===== config.mk =====
export PLATFORM = sky130hd
export DESIGN_NAME = urlencoded_form_field_extractor_core_flat
export DESIGN_NICKNAME = d
export VERILOG_FILES = /design/src/hw/rtl/ufx_pkg.sv /design/src/hw/rtl/ufx_if.sv /design/src/hw/rtl/urlencoded_form_field_extractor_core.sv /design/src/hw/rtl/ufx_res_buf.sv /design/src/flat_wrapper.sv
export SDC_FILE = /design/constraint.sdc
export NUM_CORES = 1
export LEC_CHECK = 0
export BUFFER_PORTS_ARGS = -buffer_cell sky130_fd_sc_hd__buf_2
export CORE_UTILIZATION = 55
export DETAILED_ROUTE_END_ITERATION = 10
export PLACE_DENSITY_LB_ADDON = 0.25
export SYNTH_ARGS = -nofsm -noshare
export SYNTH_HDL_FRONTEND = slang
export SYNTH_HIERARCHICAL = 1
export SYNTH_SLANG_ARGS = --single-unit

===== constraint.sdc =====
create_clock -name clk_i -period 12.16 [get_ports clk_i]
set_input_delay 1.216 -clock clk_i [delete_from_list [all_inputs] [get_ports clk_i]]
set_output_delay 1.216 -clock clk_i [all_outputs]
set_load 0.03 [all_outputs]

===== src/hw/rtl/ufx_pkg.sv =====
// Types, character constants and small helpers shared by the form field extractor.
// No dependencies; compiled first.
package ufx_pkg;

  localparam int MaxRes   = 3;   // results one item can cause
  localparam int ResCntW  = 2;
  localparam int CfgIdxW  = 2;
  localparam int CfgDataW = 64;
  localparam int CapW     = 7;
  localparam int KeyLenW  = 4;

  localparam logic [7:0] CharPlus   = 8'h2B;
  localparam logic [7:0] CharPct    = 8'h25;
  localparam logic [7:0] CharEq     = 8'h3D;
  localparam logic [7:0] CharAmp    = 8'h26;
  localparam logic [7:0] CharSpace  = 8'h20;
  localparam logic [7:0] CharDig0   = 8'h30;
  localparam logic [7:0] CharDig9   = 8'h39;
  localparam logic [7:0] CharLowA   = 8'h61;
  localparam logic [7:0] CharLowF   = 8'h66;
  localparam logic [7:0] CharUpA    = 8'h41;
  localparam logic [7:0] CharUpF    = 8'h46;
  localparam logic [CapW-1:0] CapReset = 7'd16;

  typedef enum logic [1:0] {
    PhName  = 2'd0,
    PhValue = 2'd1,
    PhSkip  = 2'd2,
    PhDone  = 2'd3
  } phase_e;

  typedef enum logic [CfgIdxW-1:0] {
    CfgKeyLength = 2'd0,
    CfgKeyText   = 2'd1,
    CfgCapacity  = 2'd2
  } cfg_idx_e;

  typedef struct packed {
    logic       has_byte;
    logic [7:0] body_byte;
    logic       end_of_body;
  } in_item_t;

  typedef struct packed {
    logic [7:0] value_byte;
    logic       is_status;
    logic       found;
    logic       last;
  } result_t;

  typedef struct packed {
    logic [CfgIdxW-1:0]  index;
    logic [CfgDataW-1:0] value;
  } cfg_item_t;

  // {digit valid, nibble}
  function automatic logic [4:0] hex_decode(logic [7:0] c);
    logic [4:0] r;
    r = '0;
    if (c >= CharDig0 && c <= CharDig9) begin
      r = {1'b1, 4'(c - CharDig0)};
    end else if (c >= CharLowA && c <= CharLowF) begin
      r = {1'b1, 4'(c - CharLowA + 8'd10)};
    end else if (c >= CharUpA && c <= CharUpF) begin
      r = {1'b1, 4'(c - CharUpA + 8'd10)};
    end
    return r;
  endfunction

endpackage


===== src/hw/rtl/ufx_if.sv =====
// Valid/ready channel interfaces for body items, results and register writes.
// Depends on ufx_pkg.
interface ufx_in_if import ufx_pkg::*; ();
  logic     valid;
  logic     ready;
  in_item_t data;
  modport source (output valid, output data, input ready);
  modport sink (input valid, input data, output ready);
endinterface

interface ufx_out_if import ufx_pkg::*; ();
  logic    valid;
  logic    ready;
  result_t data;
  modport source (output valid, output data, input ready);
  modport sink (input valid, input data, output ready);
endinterface

interface ufx_cfg_if import ufx_pkg::*; ();
  logic      valid;
  logic      ready;
  cfg_item_t data;
  modport source (output valid, output data, input ready);
  modport sink (input valid, input data, output ready);
endinterface


===== src/hw/rtl/urlencoded_form_field_extractor_core.sv =====
// Form field extractor: scans a URL-encoded body one byte per item and returns the decoded
// value of the first field whose name equals the key, then a status word at body end.
// Depends on ufx_pkg, the ufx_*_if channel interfaces and ufx_res_buf.
// An accepted item is held in the input register, then its results are loaded into the
// result register, which presents the first of them. Items causing zero or one result
// flow at one per cycle while the result port is not stalled; an item causing k results
// (k up to 3: a bad or cut escape, or the status word) holds a following item with
// results in the input register while the single result port drains them.
// Register writes are always taken.
module urlencoded_form_field_extractor_core import ufx_pkg::*; #(
  parameter int KEY_MAX   = 8,
  parameter int VALUE_MAX = 64
) (
  input  logic      clk_i,
  input  logic      rst_ni,
  ufx_cfg_if.sink   cfg_i,
  ufx_in_if.sink    in_i,
  ufx_out_if.source out_o
);

  localparam int PosW  = $clog2(KEY_MAX + 1);
  localparam int KIdxW = (KEY_MAX > 1) ? $clog2(KEY_MAX) : 1;
  localparam int CntW  = $clog2(VALUE_MAX + 1);

  // configuration
  logic [KeyLenW-1:0]   key_length_q;
  logic [8*KEY_MAX-1:0] key_text_q;
  logic [CapW-1:0]      capacity_q;
  logic [PosW-1:0]      klen;
  logic [CntW-1:0]      cap_eff;

  // input register
  in_item_t in_q;
  logic     in_vld_q;
  logic     in_acc;
  logic     proc;

  // scan state
  phase_e          phase_q, phase_d;
  logic [PosW-1:0] pos_q, pos_d;
  logic            mis_q, mis_d;
  logic [1:0]      ec_q, ec_d;
  logic [7:0]      ed_q, ed_d;
  logic [CntW-1:0] vc_q, vc_d;

  result_t [MaxRes-1:0] res_d;
  logic [ResCntW-1:0]   nres;
  logic                 space;
  logic [7:0]           b;
  logic [7:0]           key_byte;
  logic [4:0]           hi;
  logic [4:0]           lo;

  function automatic logic room(logic [CntW-1:0] vc, logic [CntW-1:0] cap);
    return ({1'b0, vc} + (CntW+1)'(1)) < {1'b0, cap};
  endfunction

  assign cfg_i.ready = 1'b1;

  always_ff @(posedge clk_i or negedge rst_ni) begin
    if (!rst_ni) begin
      key_length_q <= '0;
      key_text_q   <= '0;
      capacity_q   <= CapReset;
    end else if (cfg_i.valid) begin
      case (cfg_i.data.index)
        CfgKeyLength: key_length_q <= cfg_i.data.value[KeyLenW-1:0];
        CfgKeyText:   key_text_q   <= cfg_i.data.value[8*KEY_MAX-1:0];
        CfgCapacity:  capacity_q   <= cfg_i.data.value[CapW-1:0];
        default: ;
      endcase
    end
  end

  assign klen    = (key_length_q > KeyLenW'(KEY_MAX)) ? PosW'(KEY_MAX)
                                                      : key_length_q[PosW-1:0];
  assign cap_eff = (capacity_q > CapW'(VALUE_MAX)) ? CntW'(VALUE_MAX)
                                                   : capacity_q[CntW-1:0];

  assign b        = in_q.body_byte;
  assign key_byte = key_text_q[{pos_q[KIdxW-1:0], 3'b000} +: 8];
  assign hi       = hex_decode(ed_q);
  assign lo       = hex_decode(b);

  always_comb begin
    phase_d = phase_q;
    pos_d   = pos_q;
    mis_d   = mis_q;
    ec_d    = ec_q;
    ed_d    = ed_q;
    vc_d    = vc_q;
    res_d   = '0;
    nres    = '0;

    if (in_q.has_byte) begin
      case (phase_q)
        PhName: begin
          if (b == CharEq) begin
            if (!mis_q && pos_q == klen) begin
              phase_d = PhValue;
              vc_d    = '0;
              ec_d    = '0;
              ed_d    = '0;
            end else begin
              phase_d = PhSkip;
            end
          end else if (!mis_q) begin
            if (pos_q < klen && key_byte == b) begin
              pos_d = pos_q + PosW'(1);
            end else begin
              mis_d = 1'b1;
            end
          end
        end
        PhValue: begin
          if (b != CharAmp) begin
            case (ec_q)
              2'd0: begin
                if (b == CharPct) begin
                  if (room(vc_d, cap_eff)) ec_d = 2'd1;
                end else if (room(vc_d, cap_eff)) begin
                  if (nres != ResCntW'(MaxRes)) begin
                    res_d[nres].value_byte = (b == CharPlus) ? CharSpace : b;
                    nres = nres + ResCntW'(1);
                  end
                  vc_d = vc_d + CntW'(1);
                end
              end
              2'd1: begin
                ed_d = b;
                ec_d = 2'd2;
              end
              default: begin
                ec_d = '0;
                ed_d = '0;
                if (hi[4] && lo[4]) begin
                  if (room(vc_d, cap_eff)) begin
                    if (nres != ResCntW'(MaxRes)) begin
                      res_d[nres].value_byte = {hi[3:0], lo[3:0]};
                      nres = nres + ResCntW'(1);
                    end
                    vc_d = vc_d + CntW'(1);
                  end
                end else begin
                  // bad escape: drop the '%', replay both bytes as fresh bytes
                  if (ed_q == CharPct) begin
                    if (room(vc_d, cap_eff)) ec_d = 2'd1;
                  end else if (room(vc_d, cap_eff)) begin
                    if (nres != ResCntW'(MaxRes)) begin
                      res_d[nres].value_byte = (ed_q == CharPlus) ? CharSpace : ed_q;
                      nres = nres + ResCntW'(1);
                    end
                    vc_d = vc_d + CntW'(1);
                  end
                  if (ec_d == 2'd1) begin
                    ed_d = b;
                    ec_d = 2'd2;
                  end else if (b == CharPct) begin
                    if (room(vc_d, cap_eff)) ec_d = 2'd1;
                  end else if (room(vc_d, cap_eff)) begin
                    if (nres != ResCntW'(MaxRes)) begin
                      res_d[nres].value_byte = (b == CharPlus) ? CharSpace : b;
                      nres = nres + ResCntW'(1);
                    end
                    vc_d = vc_d + CntW'(1);
                  end
                end
              end
            endcase
          end
        end
        PhSkip: begin
          if (b == CharAmp) begin
            phase_d = PhName;
            pos_d   = '0;
            mis_d   = 1'b0;
          end
        end
        default: ;
      endcase
    end

    // value ends at '&' or body end; a cut escape keeps its '%' literally
    if (phase_d == PhValue &&
        ((in_q.has_byte && b == CharAmp) || in_q.end_of_body)) begin
      if (ec_d != 2'd0) begin
        if (room(vc_d, cap_eff)) begin
          if (nres != ResCntW'(MaxRes)) begin
            res_d[nres].value_byte = CharPct;
            nres = nres + ResCntW'(1);
          end
          vc_d = vc_d + CntW'(1);
        end
        if (ec_d == 2'd2 && room(vc_d, cap_eff)) begin
          if (nres != ResCntW'(MaxRes)) begin
            res_d[nres].value_byte = (ed_d == CharPlus) ? CharSpace : ed_d;
            nres = nres + ResCntW'(1);
          end
          vc_d = vc_d + CntW'(1);
        end
      end
      ec_d    = '0;
      ed_d    = '0;
      phase_d = PhDone;
    end

    if (in_q.end_of_body) begin
      if (nres != ResCntW'(MaxRes)) begin
        res_d[nres].is_status = 1'b1;
        res_d[nres].found     = (phase_d == PhDone) && (cap_eff != '0);
        nres = nres + ResCntW'(1);
      end
      phase_d = PhName;
      pos_d   = '0;
      mis_d   = 1'b0;
      ec_d    = '0;
      ed_d    = '0;
      vc_d    = '0;
    end

    if (nres != '0) begin
      res_d[nres - ResCntW'(1)].last = 1'b1;
    end
  end

  // items without results never wait for the result register
  assign proc       = in_vld_q && ((nres == '0) || space);
  assign in_i.ready = !in_vld_q || proc;
  assign in_acc     = in_i.valid && in_i.ready;

  always_ff @(posedge clk_i or negedge rst_ni) begin
    if (!rst_ni) begin
      in_vld_q <= 1'b0;
      phase_q  <= PhName;
      pos_q    <= '0;
      mis_q    <= 1'b0;
      ec_q     <= '0;
      ed_q     <= '0;
      vc_q     <= '0;
    end else begin
      if (in_acc) begin
        in_vld_q <= 1'b1;
      end else if (proc) begin
        in_vld_q <= 1'b0;
      end
      if (proc) begin
        phase_q <= phase_d;
        pos_q   <= pos_d;
        mis_q   <= mis_d;
        ec_q    <= ec_d;
        ed_q    <= ed_d;
        vc_q    <= vc_d;
      end
    end
  end

  always_ff @(posedge clk_i) begin
    if (in_acc) begin
      in_q <= in_i.data;
    end
  end

  ufx_res_buf u_res_buf (
    .clk_i       (clk_i),
    .rst_ni      (rst_ni),
    .load_i      (proc && (nres != '0)),
    .load_cnt_i  (nres),
    .load_data_i (res_d),
    .space_o     (space),
    .out_o       (out_o)
  );

  a_status_last: assert property (@(posedge clk_i) disable iff (!rst_ni)
    (out_o.valid && out_o.data.is_status) |-> out_o.data.last)
    else $error("status word not marked last");

  a_value_not_found: assert property (@(posedge clk_i) disable iff (!rst_ni)
    (out_o.valid && !out_o.data.is_status) |-> !out_o.data.found)
    else $error("value byte carries found flag");

  a_body_end_clears: assert property (@(posedge clk_i) disable iff (!rst_ni)
    (proc && in_q.end_of_body) |=> (phase_q == PhName && vc_q == '0 && ec_q == '0))
    else $error("scan state not cleared at body end");

endmodule


===== src/hw/rtl/ufx_res_buf.sv =====
// Result register: holds up to three results of one item and drains them in order.
// Depends on ufx_pkg and ufx_out_if.
module ufx_res_buf import ufx_pkg::*; (
  input  logic                     clk_i,
  input  logic                     rst_ni,
  input  logic                     load_i,
  input  logic [ResCntW-1:0]       load_cnt_i,
  input  result_t [MaxRes-1:0]     load_data_i,
  output logic                     space_o,
  ufx_out_if.source                out_o
);

  logic [ResCntW-1:0]   cnt_q, cnt_d;
  result_t [MaxRes-1:0] ent_q, ent_d;
  logic                 pop;

  assign pop         = out_o.valid && out_o.ready;
  assign out_o.valid = (cnt_q != '0);
  assign out_o.data  = ent_q[0];
  // room for a new set once the last pending result leaves this cycle
  assign space_o     = (cnt_q == '0) || ((cnt_q == ResCntW'(1)) && out_o.ready);

  always_comb begin
    cnt_d = cnt_q;
    ent_d = ent_q;
    if (load_i) begin
      cnt_d = load_cnt_i;
      ent_d = load_data_i;
    end else if (pop) begin
      cnt_d = cnt_q - ResCntW'(1);
      for (int i = 0; i < MaxRes - 1; i++) begin
        ent_d[i] = ent_q[i+1];
      end
    end
  end

  always_ff @(posedge clk_i or negedge rst_ni) begin
    if (!rst_ni) begin
      cnt_q <= '0;
    end else begin
      cnt_q <= cnt_d;
    end
  end

  always_ff @(posedge clk_i) begin
    ent_q <= ent_d;
  end

  a_load_has_space: assert property (@(posedge clk_i) disable iff (!rst_ni)
    load_i |-> space_o)
    else $error("result set loaded over pending results");

  a_load_shows: assert property (@(posedge clk_i) disable iff (!rst_ni)
    (load_i && load_cnt_i != '0) |=> out_o.valid)
    else $error("loaded results not presented");

  a_drain_empty: assert property (@(posedge clk_i) disable iff (!rst_ni)
    (pop && cnt_q == ResCntW'(1) && !load_i) |=> !out_o.valid)
    else $error("result shown after buffer drained");

endmodule

===== src/flat_wrapper.sv =====
// flat-port wrapper written by rule: the top's interface ports become plain ports
module urlencoded_form_field_extractor_core_flat import ufx_pkg::*;
#(
  parameter int KEY_MAX   = 8,
  parameter int VALUE_MAX = 64
)
  (clk_i, rst_ni, cfg_i_valid, cfg_i_data, cfg_i_ready, in_i_valid, in_i_data, in_i_ready, out_o_valid, out_o_data, out_o_ready);
  ufx_cfg_if cfg_i_i ();
  ufx_in_if in_i_i ();
  ufx_out_if out_o_i ();
  input  logic clk_i;
  input  logic rst_ni;
  input wire logic [$bits(cfg_i_i.valid)-1:0] cfg_i_valid;
  input wire logic [$bits(cfg_i_i.data)-1:0] cfg_i_data;
  output wire logic [$bits(cfg_i_i.ready)-1:0] cfg_i_ready;
  input wire logic [$bits(in_i_i.valid)-1:0] in_i_valid;
  input wire logic [$bits(in_i_i.data)-1:0] in_i_data;
  output wire logic [$bits(in_i_i.ready)-1:0] in_i_ready;
  output wire logic [$bits(out_o_i.valid)-1:0] out_o_valid;
  output wire logic [$bits(out_o_i.data)-1:0] out_o_data;
  input wire logic [$bits(out_o_i.ready)-1:0] out_o_ready;
  assign cfg_i_i.valid = cfg_i_valid;
  assign cfg_i_i.data = cfg_i_data;
  assign cfg_i_ready = cfg_i_i.ready;
  assign in_i_i.valid = in_i_valid;
  assign in_i_i.data = in_i_data;
  assign in_i_ready = in_i_i.ready;
  assign out_o_valid = out_o_i.valid;
  assign out_o_data = out_o_i.data;
  assign out_o_i.ready = out_o_ready;
  urlencoded_form_field_extractor_core #(.KEY_MAX(KEY_MAX), .VALUE_MAX(VALUE_MAX)) u_core (.clk_i(clk_i), .rst_ni(rst_ni), .cfg_i(cfg_i_i), .in_i(in_i_i), .out_o(out_o_i));
endmodule

==> parameters.txt <==
Parameter                              Value

Floorplanning
  # rows    51
  Floorplan Core Area    19500 um^2
  Number of top-level design ports    95
  Floorplan die area    20600 um^2
  Die Y    143 um
  Die boundary width    143 um
  Starting density of the core    56.3%

Final layout
  Layout area overhead    13.8%
  Area of the multi-input gates    6780 um^2
  Share of cells above drive strength 1    31.3%
  Number of standard cells in the layout, taps in and fillers out    1465
  Sequential cell area    3850 um^2
  Layout filler cell count    1599
  # nets final    1311
  Antenna cells    0

Power and ir drop
  Cell leakage power    0.00506 uW
  Peak supply drop    0.000118 V
  Pwr per Cell Area    154 nW/um^2

Yosys
  Flops & latches, synth    145
  Count of synthesis-stage warnings from yosys    6
  Compound-cell area share of the yosys netlist    19.7%
  Post-synth top cells    sky130_fd_sc_hd__dfrtp_1 (101), sky130_fd_sc_hd__mux2_2 (99), sky130_fd_sc_hd__nand2_1 (93)
  Cell with the most instances after synthesis    sky130_fd_sc_hd__dfrtp_1
  Primary flip-flop cell chosen by synthesis mapping    sky130_fd_sc_hd__dfrtp_1
  Top post-synthesis cells by area    sky130_fd_sc_hd__dfrtp_1 (23%), sky130_fd_sc_hd__edfxtp_1 (12%), sky130_fd_sc_hd__mux2_2 (10%)
  Netlist area before placement    11000 um^2
  Fraction of synthesized cell area in xor and xnor cells    2.95%
  Synth top area share    23.0%
  Multiplexer area fraction after synthesis    14.6%
  Portion of the post-synthesis area used by sequential elements    35.0%
  Count of distinct cell types in the synthesized netlist    115
  Number of synthesized flops with an enable pin    43
  Fraction of registers with async set or reset after synthesis    70.3%
  Adder and majority gate portion of the synthesized area    4.89%
  Combinational family with the most area after synthesis    compound AO/OA/AOI/OAI gates
  Synthesized-area fraction occupied by and/or/nand/nor cells    17.5%
  Dominant cell type by area after synthesis    sky130_fd_sc_hd__dfrtp_1
  Post-Syn Area per Cell    9.97 um^2
  Gate count after technology mapping    1103

Worst setup path
  Required time at the worst-slack endpoint    10.94 ns
  Endpoint of the worst-slack reg-to-reg timing path    u_core/u_res_buf/ent_q[16]
  CP Launch Type    flop
  Arr. time, crit path    10.53 ns
  Kind of critical path    reg -> out
  Master of the slowest instance on the critical path    sky130_fd_sc_hd__dfrtp_2
  Most repeated library cell on the critical path    sky130_fd_sc_hd__ha_1
  Largest incremental delay on the critical path    0.43 ns
  Timing startpoint of the critical path    u_core/vc_q[1]
  Start of the worst register-to-register path    u_core/vc_q[1]
  Kind of capture point of the worst setup path    primary output
  Largest fanout on the critical path    6
  Worst Reg2Reg Path Length in Cells    49
  R2r setup slk    0.88 ns

Worst hold path
  Worst min-delay path category    reg -> reg
  Endpoint with the worst hold slack    u_core/key_text_q[21]
  Cell depth of the worst hold path    1
  Beginning of the worst hold path    u_core/key_text_q[21]

Clock tree
  Clock tree sinks    145
  Hold Buf Count CTS    0
  H-tree depth    4
  Cts bufs inserted    17
  CTS tree    done
  Clock edge transition at the registers on the reported setup and hold paths    0.07 ns
  Maximum root-to-sink buffer count    2
  Clock latency reported for the late side of the worst-skew pair    0.44 ns
  Cell at the root of the clock tree    sky130_fd_sc_hd__clkbuf_16

STA
  Slew of the pin with the lowest slew margin    0.950 ns
  Remaining max-slew budget at the tightest pin    36.1%
  Worst setup margin    0.411 ns
  Final number of hold-violating endpoints    0
  Final max-slew violation count    0
  Final worst clock skew    0.0196 ns
  Crit path time final    11.75 ns
  Max Clk Rate    0.0851 GHz
  Setup violation total in the final timing report    0
  Share of the clock period used by the worst path    96.6%
  Minimum hold slack    0.499 ns

Routing
  Detailed-route vias per instance    6.61
  DRT antenna net count    0
  # DRC    0
  Detail-routed net length per standard cell    22.5 um
  Total number of vias    9681
  DRT iter0 DRCs    1125
  Total Routed Length    33.0 mm
  Number of detailed-routing iterations run before antenna repair    6

GRT
  Number of global-route vias before repair    9041
  Antenna violations before repair    1
  Global routing usage summed across all routing layers    32.7%
  Maximum number of pins on one net before global-route repair    65
  GRT overflow    0
  First-pass GRT wire length    50.5 mm

Run status
  Status    completed

Job
  # Max-Cap Violations    0

Placement
  Final GP Congestion    0.977
  Placed instance count    1424
  IO buf count    93
  Setup Slack @ Placement    0.264 ns
  HPWL Detailed    24.0 mm
-- flip-flops by register name (all words and copies together), names as in the netlist, 2 cells and up --
signal	cells
u_core/b	8
u_core/capacity_q	7
u_core/ec_q	2
u_core/ed_q	8
u_core/in_q	2
u_core/key_length_q	4
u_core/key_text_q	64
u_core/phase_q	2
u_core/pos_q	4
u_core/u_res_buf/cnt_q	2
u_core/u_res_buf/ent_q	22
u_core/u_res_buf/out_o.data	11
u_core/vc_q	7
-- where the power goes --
group	switching, uW	leakage [uW]	internal, uW
clock network	247	0.000300	305
logic	396	0.00309	294
registers	68.2	0.00167	618
total	711	0.00506	1220
-- worst max-delay path, delay by kind of cell, from the launching register on --
family | cells | cell delay [ns]
compound gates | 19 | 3.53
xor+xnor | 4 | 0.69
fa+ha+maj | 7 | 1.86
buf+inv | 2 | 0.33
flops | 1 | 0.43
mux | 2 | 0.60
simple gates | 13 | 2.67
-- final cells by class --
cell class	count	area share (%)
repair buffers	140	6.59
multi-input cells	850	54.1
clock inverters	14	1.28
inverters	33	1.02
flip-flops and latches	145	30.7
well taps	265	2.65
clock buffers	18	3.60
-- metal layers --
| layer | vias to the layer above | GRT usage [%] | part of all wire, % |
|---|---|---|---|
| li1 | 4365 | - | - |
| met1 | 4650 | 43.8 | 41 |
| met2 | 552 | 51.1 | 46 |
| met3 | 112 | 6.86 | 8.6 |
| met4 | 2 | 14.2 | 4.2 |
| met5 | - | 0 | 0.030 |
-- what timing repair did --
action | in CTS | in global routing
gates cloned | 0 | 0
gates resized for setup | 7 | 33
buffers inserted | 0 | 9
endpoints found under the hold margin | 0 | 0
endpoints found under the setup margin | 1 | 46
pin swaps | 0 | 11
-- stage by stage --
| stage | setup TNS (ns) | total power [uW] | util [%] | cell area, um^2 |
|---|---|---|---|---|
| final | 0 | 1930 | 64.1 | 12500 |
| after global routing | -0.0642 | 2010 | 64.1 | 12500 |
| after CTS | 0 | 1900 | 63.0 | 12300 |
| after detailed placement | 0 | 1340 | 59.7 | 11700 |
| after global placement | 0 | 1330 | 59.7 | 11700 |
| after floorplan | 0 | 1180 | - | 11000 |
-- cells in the final DEF (no fill, tap or decap), types with 15 or more instances in the layout --
master	n
sky130_fd_sc_hd__mux2_2	99
sky130_fd_sc_hd__dfrtp_1	99
sky130_fd_sc_hd__buf_2	92
sky130_fd_sc_hd__nand2_1	90
sky130_fd_sc_hd__nor2_1	56
sky130_fd_sc_hd__buf_4	47
sky130_fd_sc_hd__o21ai_0	47
sky130_fd_sc_hd__a21oi_1	44
sky130_fd_sc_hd__edfxtp_1	43
sky130_fd_sc_hd__ha_1	41
sky130_fd_sc_hd__nand3_1	37
sky130_fd_sc_hd__inv_1	30
sky130_fd_sc_hd__xnor2_1	25
sky130_fd_sc_hd__nor3_1	21
sky130_fd_sc_hd__clkbuf_16	18
sky130_fd_sc_hd__mux4_2	16
sky130_fd_sc_hd__a31oi_1	15
sky130_fd_sc_hd__o31ai_1	15
-- worst max-delay path by stage --
stage,slack (ns),endpoint,cells after the start
after floorplan,0.42,u_core/u_res_buf/ent_q[11],53
after global placement,0.65,in_i_ready,48
after detailed placement,0.26,in_i_ready,50
after CTS,0.06,in_i_ready,50
after global routing,-0.06,in_i_ready,50
final,0.41,in_i_ready,47
-- kinds of logic after synthesis --
group           count (synthesis)
fa+ha+maj                      43
compound gates                288
buf+inv                       115
mux                           128
xor+xnor                       37
flops                         145
simple gates                  345
other cells                     2
No activity file was read; power rests on OpenSTA's default activity.
